==> config.mk <==
export PLATFORM = sky130hd
export DESIGN_NAME = divisor_sum_prime_perfect
export DESIGN_NICKNAME = d
export VERILOG_FILES = /design/src/rtl/dspp_pkg.sv /design/src/rtl/dspp_rem_unit.sv /design/src/rtl/divisor_sum_prime_perfect.sv
export SDC_FILE = /design/constraint.sdc
export NUM_CORES = 1
export LEC_CHECK = 0
export BUFFER_PORTS_ARGS = -buffer_cell sky130_fd_sc_hd__buf_2
export CAP_MARGIN = 20
export CORE_MARGIN = 2
export CORE_UTILIZATION = 40
export CTS_BUF_LIST = sky130_fd_sc_hd__clkbuf_16
export CTS_CLUSTER_DIAMETER = 60
export DETAILED_ROUTE_END_ITERATION = 6
export GPL_TIMING_DRIVEN = 0
export HOLD_SLACK_MARGIN = 0.02
export SLEW_MARGIN = 30
export SYNTH_ARGS = -nofsm -noshare
export SYNTH_HDL_FRONTEND = slang
export SYNTH_SLANG_ARGS = --single-unit
==> constraint.sdc <==
create_clock -name clk -period 4.3 [get_ports clk]
set_input_delay 0.86 -clock clk [delete_from_list [all_inputs] [get_ports clk]]
set_output_delay 0.86 -clock clk [all_outputs]
set_load 0.05 [all_outputs]
==> src/rtl/dspp_pkg.sv <==
package dspp_pkg;

    // The divisor sum leaves the block on a fixed-width port and saturates there.
    localparam int SUM_OUT_W = 18;
    localparam logic [SUM_OUT_W-1:0] SUM_OUT_MAX = '1;

    typedef enum logic [1:0] {
        ST_IDLE,
        ST_CHECK,
        ST_DIVIDE,
        ST_FINISH
    } state_t;

    typedef struct packed {
        logic done;
        logic zero;
    } rem_status_t;

endpackage

==> src/rtl/dspp_rem_unit.sv <==
module dspp_rem_unit #(
    parameter int VALUE_WIDTH = 16
) (
    input  logic                        clk,
    input  logic                        rst_n,
    input  logic                        start,
    input  logic [VALUE_WIDTH-1:0]      dividend,
    input  logic [VALUE_WIDTH-1:0]      divisor,
    output dspp_pkg::rem_status_t       status
);

    localparam int CW = $clog2(VALUE_WIDTH + 1);

    logic [VALUE_WIDTH-1:0] rem_reg, rem_next;
    logic [VALUE_WIDTH-1:0] dvd_reg, dvd_next;
    logic [VALUE_WIDTH-1:0] dsr_reg, dsr_next;
    logic [CW-1:0]          count_reg, count_next;
    logic                   busy_reg, busy_next;
    logic                   done_reg, done_next;
    logic [VALUE_WIDTH:0]   shifted;
    logic [VALUE_WIDTH:0]   trial;

    // Restoring division: one quotient bit per cycle, only the remainder is kept.
    assign shifted = {rem_reg, dvd_reg[VALUE_WIDTH-1]};
    assign trial   = shifted - {1'b0, dsr_reg};

    always_comb
    begin
        rem_next   = rem_reg;
        dvd_next   = dvd_reg;
        dsr_next   = dsr_reg;
        count_next = count_reg;
        busy_next  = busy_reg;
        done_next  = 1'b0;
        if (start)
        begin
            rem_next   = '0;
            dvd_next   = dividend;
            dsr_next   = divisor;
            count_next = CW'(VALUE_WIDTH);
            busy_next  = 1'b1;
        end
        else if (busy_reg)
        begin
            if (trial[VALUE_WIDTH])
                rem_next = shifted[VALUE_WIDTH-1:0];
            else
                rem_next = trial[VALUE_WIDTH-1:0];
            dvd_next   = {dvd_reg[VALUE_WIDTH-2:0], 1'b0};
            count_next = count_reg - CW'(1);
            if (count_reg == CW'(1))
            begin
                busy_next = 1'b0;
                done_next = 1'b1;
            end
        end
    end

    always_ff @(posedge clk or negedge rst_n)
    begin
        if (!rst_n)
        begin
            count_reg <= '0;
            busy_reg  <= 1'b0;
            done_reg  <= 1'b0;
        end
        else
        begin
            count_reg <= count_next;
            busy_reg  <= busy_next;
            done_reg  <= done_next;
        end
    end

    always_ff @(posedge clk)
    begin
        rem_reg <= rem_next;
        dvd_reg <= dvd_next;
        dsr_reg <= dsr_next;
    end

    assign status.done = done_reg;
    assign status.zero = (rem_reg == '0);

endmodule

==> src/rtl/divisor_sum_prime_perfect.sv <==
// Each trial divisor costs one range check plus a run of the shared bit-serial
// remainder unit; the block works on one request at a time and stalls its input
// while it is busy with one.
// A finished result sits in the output register while the next request is taken.
// Reset (rst_n, asynchronous, active low) returns the sequencer to idle and clears
// the output valid; no other state is kept between requests.
module divisor_sum_prime_perfect #(
    parameter int VALUE_WIDTH = 16
) (
    input  logic                              clk,
    input  logic                              rst_n,
    input  logic                              in_valid,
    output logic                              in_stall,
    input  logic [VALUE_WIDTH-1:0]            value,
    output logic                              out_valid,
    input  logic                              out_stall,
    output logic [dspp_pkg::SUM_OUT_W-1:0]    divisor_sum,
    output logic                              is_perfect,
    output logic                              is_prime
);

    // Proper-divisor sums stay below six times the value over this range.
    localparam int SUM_W = VALUE_WIDTH + 3;
    localparam int OUT_W = dspp_pkg::SUM_OUT_W;
    localparam int CMP_W = (SUM_W > OUT_W) ? SUM_W : OUT_W;

    dspp_pkg::state_t      state_reg, state_next;
    dspp_pkg::rem_status_t rem_status;

    logic [VALUE_WIDTH-1:0] value_reg, value_next;
    logic [VALUE_WIDTH-1:0] div_reg, div_next;
    logic [SUM_W-1:0]       sum_reg, sum_next;
    logic                   out_valid_reg, out_valid_next;
    logic [OUT_W-1:0]       dsum_reg, dsum_next;
    logic                   perfect_reg, perfect_next;
    logic                   prime_reg, prime_next;
    logic                   rem_start;
    logic [CMP_W-1:0]       sum_ext;
    logic                   sum_sat;

    assign sum_ext = CMP_W'(sum_reg);
    assign sum_sat = sum_ext > CMP_W'(dspp_pkg::SUM_OUT_MAX);

    always_comb
    begin
        state_next     = state_reg;
        value_next     = value_reg;
        div_next       = div_reg;
        sum_next       = sum_reg;
        out_valid_next = out_valid_reg;
        dsum_next      = dsum_reg;
        perfect_next   = perfect_reg;
        prime_next     = prime_reg;
        rem_start      = 1'b0;
        in_stall       = 1'b1;

        if (out_valid_reg && !out_stall)
            out_valid_next = 1'b0;

        case (state_reg)
            dspp_pkg::ST_IDLE:
            begin
                in_stall = 1'b0;
                if (in_valid)
                begin
                    value_next = value;
                    div_next   = VALUE_WIDTH'(1);
                    sum_next   = '0;
                    state_next = dspp_pkg::ST_CHECK;
                end
            end
            dspp_pkg::ST_CHECK:
            begin
                if (div_reg <= (value_reg >> 1))
                begin
                    rem_start  = 1'b1;
                    state_next = dspp_pkg::ST_DIVIDE;
                end
                else
                    state_next = dspp_pkg::ST_FINISH;
            end
            dspp_pkg::ST_DIVIDE:
            begin
                if (rem_status.done)
                begin
                    if (rem_status.zero)
                        sum_next = sum_reg + SUM_W'(div_reg);
                    div_next   = div_reg + VALUE_WIDTH'(1);
                    state_next = dspp_pkg::ST_CHECK;
                end
            end
            dspp_pkg::ST_FINISH:
            begin
                // Wait until the previous result has been taken.
                if (!out_valid_reg || !out_stall)
                begin
                    out_valid_next = 1'b1;
                    dsum_next      = sum_sat ? dspp_pkg::SUM_OUT_MAX : sum_ext[OUT_W-1:0];
                    perfect_next   = (value_reg != '0) && (sum_reg == SUM_W'(value_reg));
                    prime_next     = (value_reg >= VALUE_WIDTH'(2)) && (sum_reg == SUM_W'(1));
                    state_next     = dspp_pkg::ST_IDLE;
                end
            end
            default:
                state_next = dspp_pkg::ST_IDLE;
        endcase
    end

    always_ff @(posedge clk or negedge rst_n)
    begin
        if (!rst_n)
        begin
            state_reg     <= dspp_pkg::ST_IDLE;
            out_valid_reg <= 1'b0;
        end
        else
        begin
            state_reg     <= state_next;
            out_valid_reg <= out_valid_next;
        end
    end

    always_ff @(posedge clk)
    begin
        value_reg   <= value_next;
        div_reg     <= div_next;
        sum_reg     <= sum_next;
        dsum_reg    <= dsum_next;
        perfect_reg <= perfect_next;
        prime_reg   <= prime_next;
    end

    dspp_rem_unit #(
        .VALUE_WIDTH (VALUE_WIDTH)
    ) u_rem (
        .clk      (clk),
        .rst_n    (rst_n),
        .start    (rem_start),
        .dividend (value_reg),
        .divisor  (div_reg),
        .status   (rem_status)
    );

    assign out_valid   = out_valid_reg;
    assign divisor_sum = dsum_reg;
    assign is_perfect  = perfect_reg;
    assign is_prime    = prime_reg;

endmodule

==> summary.txt <==
Status
  – Status: completed

Place
  – Number of I/O port buffers: 41
  – GPL Wtd Cong: 0.981
  – DP HPWL: around 13000 um
  – Placed inst area: 7950 um2

Floorplanning
  – Die Y: 140 um
  – Core area: about 18000 um2
  – Cell Rows: 49
  – Initial Utilization: 40.9%
  – # IOs: 42
  – Width of the die: between 100 and 150 um
  – Full die area: roughly 20000 um2

Worst setup path
  – CP Max Fanout: 16
  – R2r setup slk: between 0.7 and 0.8 ns
  – Reg2Reg Launch Point: value_reg[12]$_DFFE_PP_
  – Reg2Reg Depth: 10
  – R2r endpoint: u_rem.dvd_reg[13]$_DFFE_PP_
  – Arrival time worst endpoint: 3.65 ns
  – Crit. End Element: flip-flop
  – Crit path launch type: flip-flop
  – Worst path required time: around 4.4 ns
  – Setup CP Type: reg -> reg

Routing
  – WL/cell: around 18 um
  – DR iter-0 viols: 379
  – Routed Antenna Nets: 0
  – Vias per inst: between 5 and 6
  – Routed WL: 18000 um
  – DRT Pass-1 Iters: 7
  – Routed wl met2: 8510 um
  – Vias: 5520
  – Max layer used: met4
  – Routed length on met3: 948 um
  – Metal-1 WL: around 8000 um
  – # DRC: 0

Run
  – Max-cap violations: 0

Global routing
  – GRT Residual Overflow: 0
  – Largest net degree at the start of global routing: 26
  – Initial antenna violation count: 0
  – Vias in the first global route: around 5400
  – First-pass GRT wire length: ~29000 um
  – Overall Global Routing Usage: 18.8%

Yosys
  – Mapped Nets: 760
  – Synth Warn #: 0
  – Post-synthesis sequential area ratio: 49.5%
  – Synth Register Bits: 129
  – Synth cell types: 60
  – Mapped cell area: 7400 um2
  – Syn Inst Count: 688
  – Post-synth top flop: edfxtp_1
  – Post-synth EDFFs: 103
  – Async S/R FF share, synth: 7.75%
  – Mapped Avg Cell Area: 10.8 um2

Final layout
  – P&R area growth vs syn: 15.1%
  – Fill cells: 1614
  – Number of flip-flops in the largest register: 19
  – Nets@finish: ~800
  – Register area: 3660 um2
  – Inserted Diodes: 0
  – Multi-input gate area: between 3000 and 4000 um2
  – Cell area after layout: roughly 8500 um2
  – Share of layout cells above drive strength 1: 17.8%

Clocking
  – Clk sink count: roughly 130
  – Postcts setup bufs: 0
  – Clock H-tree levels: 4
  – Total CTS buffers: 17
  – CTS resizes: 0
  – Clk_lat worst skew: 0.42 ns
  – Root buf cell: clkbuf_16
  – Clk buf depth: 2
  – CTS tree: done
  – Cts hold-fix bufs: 0
  – Clock slew at reported path FFs: ~0.06 ns

Power
  – Leak Pwr: 3.34 nW
  – Max rail drop VDD: roughly 0.28 mV
  – Pwr dens: around 770 nW/um2

Timing
  – Count of pins over their slew limit: 0
  – Slew headroom: 40.7%
  – Setup TNS: 0 ns
  – Max Clock Freq: 278 MHz
  – RSZ-0062 raised after global routing: false
  – Clock skew: approximately 0.010 ns
  – Worst hold slack: approximately 0.28 ns
  – Slew @ Worst Pin: 0.888 ns
  – # setup viols final: 0
  – Final Hold Viols: 0
  – Tcrit/Tclk final: 83.7%
  – Crit path time final: 3.60 ns

Hold path
  – Tightest Hold Check Type: in -> async
placed cells by master, fill, tap and decap left out, types with 6 or more instances in the layout:
cell / count
edfxtp_1: 103
nand2_1: 65
nor2_1: 55
inv_1: 51
ha_1: 50
buf_2: 44
a21oi_1: 39
xnor2_1: 31
xor2_1: 26
nand3_1: 21
or2_2: 21
clkbuf_16: 17
dfxtp_1: 16
o21ai_0: 15
mux2_2: 15
nor4_1: 15
clkbuf_1: 14
nand4_1: 10
nor2b_1: 10
a21o_1: 10
dfrtp_1: 10
a311oi_2: 9
and3_1: 8
nor3_1: 8
o211ai_1: 8
o21a_1: 7
a211oi_1: 6
inv_6: 6
per-layer routing:
metal / GRT usage [%] / vias to the layer above
li1: - / 2634
met1: 25.2 / 2716
met2: 30.4 / 141
met3: 3.90 / 29
met4: 6.49 / 0
met5: 0 / -
cell families (layout without fill, tap and decap cells):
logic type / after synthesis / count (layout) / share of synthesized area (%)
compound gates: 126 / 126 / 12.3
mux: 20 / 20 / 3.13
flops: 129 / 129 / 49.5
xor+xnor: 57 / 57 / 6.75
simple gates: 232 / 232 / 15.3
buf+inv: 72 / 146 / 4.01
fa+ha+maj: 52 / 52 / 8.99
worst max-delay path by stage:
stage / startpoint / end / slack [ns] / cells past startpoint
after floorplan: in_valid / sum_ext[0]$_SDFFCE_PP0P_ / 0.69 / 3
after global placement: in_valid / sum_ext[17]$_SDFFCE_PP0P_ / -0.62 / 4
after detailed placement: value_reg[12]$_DFFE_PP_ / u_rem.dvd_reg[5]$_DFFE_PP_ / 0.68 / 10
after CTS: value_reg[12]$_DFFE_PP_ / u_rem.dvd_reg[13]$_DFFE_PP_ / 0.68 / 10
after global routing: value_reg[12]$_DFFE_PP_ / u_rem.dvd_reg[13]$_DFFE_PP_ / 0.45 / 10
final: value_reg[12]$_DFFE_PP_ / u_rem.dvd_reg[13]$_DFFE_PP_ / 0.70 / 10
cell type report:
type	count	area share, %
repair buffers	42	2.73
well taps	229	3.36
clock buffers	17	4.99
multi-input cells	487	40.7
clock inverters	15	1.73
inverters	50	2.20
flip-flops and latches	129	43.0
plain buffers	22	1.29
metrics by stage:
step	worst slack [ns]	power [mW]	cells	util [%]
3_5_place_dp	0.685	5.11	959	43.9
2_1_floorplan	0.687	4.36	688	-
6_report	0.701	6.52	991	47.1
4_1_cts	0.676	6.53	991	47.1
5_1_grt	0.447	6.95	991	47.1
3_3_place_gp	-0.617	4.97	958	43.6
cell usage after synthesis, drive strengths merged (2+ instances only):
cell type	count	area [um2]
a2111oi	5	50.0
a211oi	6	45.0
a21boi	4	33.8
a21o	10	75.1
a21oi	39	195
a311oi	12	161
a31oi	4	25.0
and2	5	31.3
and3	8	50.1
and4b	2	20.0
buf	7	52.5
clkbuf	15	56.3
dfrtp	10	250
dfxtp	16	320
edfxtp	103	3090
fa	2	40.0
ha	50	626
inv	50	188
mux2	15	169
mux2i	4	40.0
nand2	65	244
nand3	21	105
nand4	10	62.6
nor2	59	224
nor2b	10	62.6
nor3	8	40.0
nor4	15	93.8
o211ai	8	60.1
o21a	7	52.6
o21ai	15	75.1
o221ai	2	17.5
o31a	3	26.3
o31ai	2	15.0
or2	22	138
xnor2	31	272
xor2	26	228
power breakdown:
group          leakage [nW]  internal (mW)  switching, mW
registers              1.21           1.89          0.365
logic                  1.86           1.14           1.72
clock network         0.273          0.811          0.593
total                  3.34           3.84           2.68
critical path, stage by stage, from the launching register on:
cell	delay (ns)
edfxtp_1	0.52
inv_1	0.09
ha_1	0.32
a21oi_1	0.14
o21ai_0	0.08
a2111oi_0	0.69
or2_2	0.24
o311a_1	0.19
buf_2	0.26
inv_1	0.14
nand2_1	0.55
Note: power is estimated with default switching activity, not from simulation.
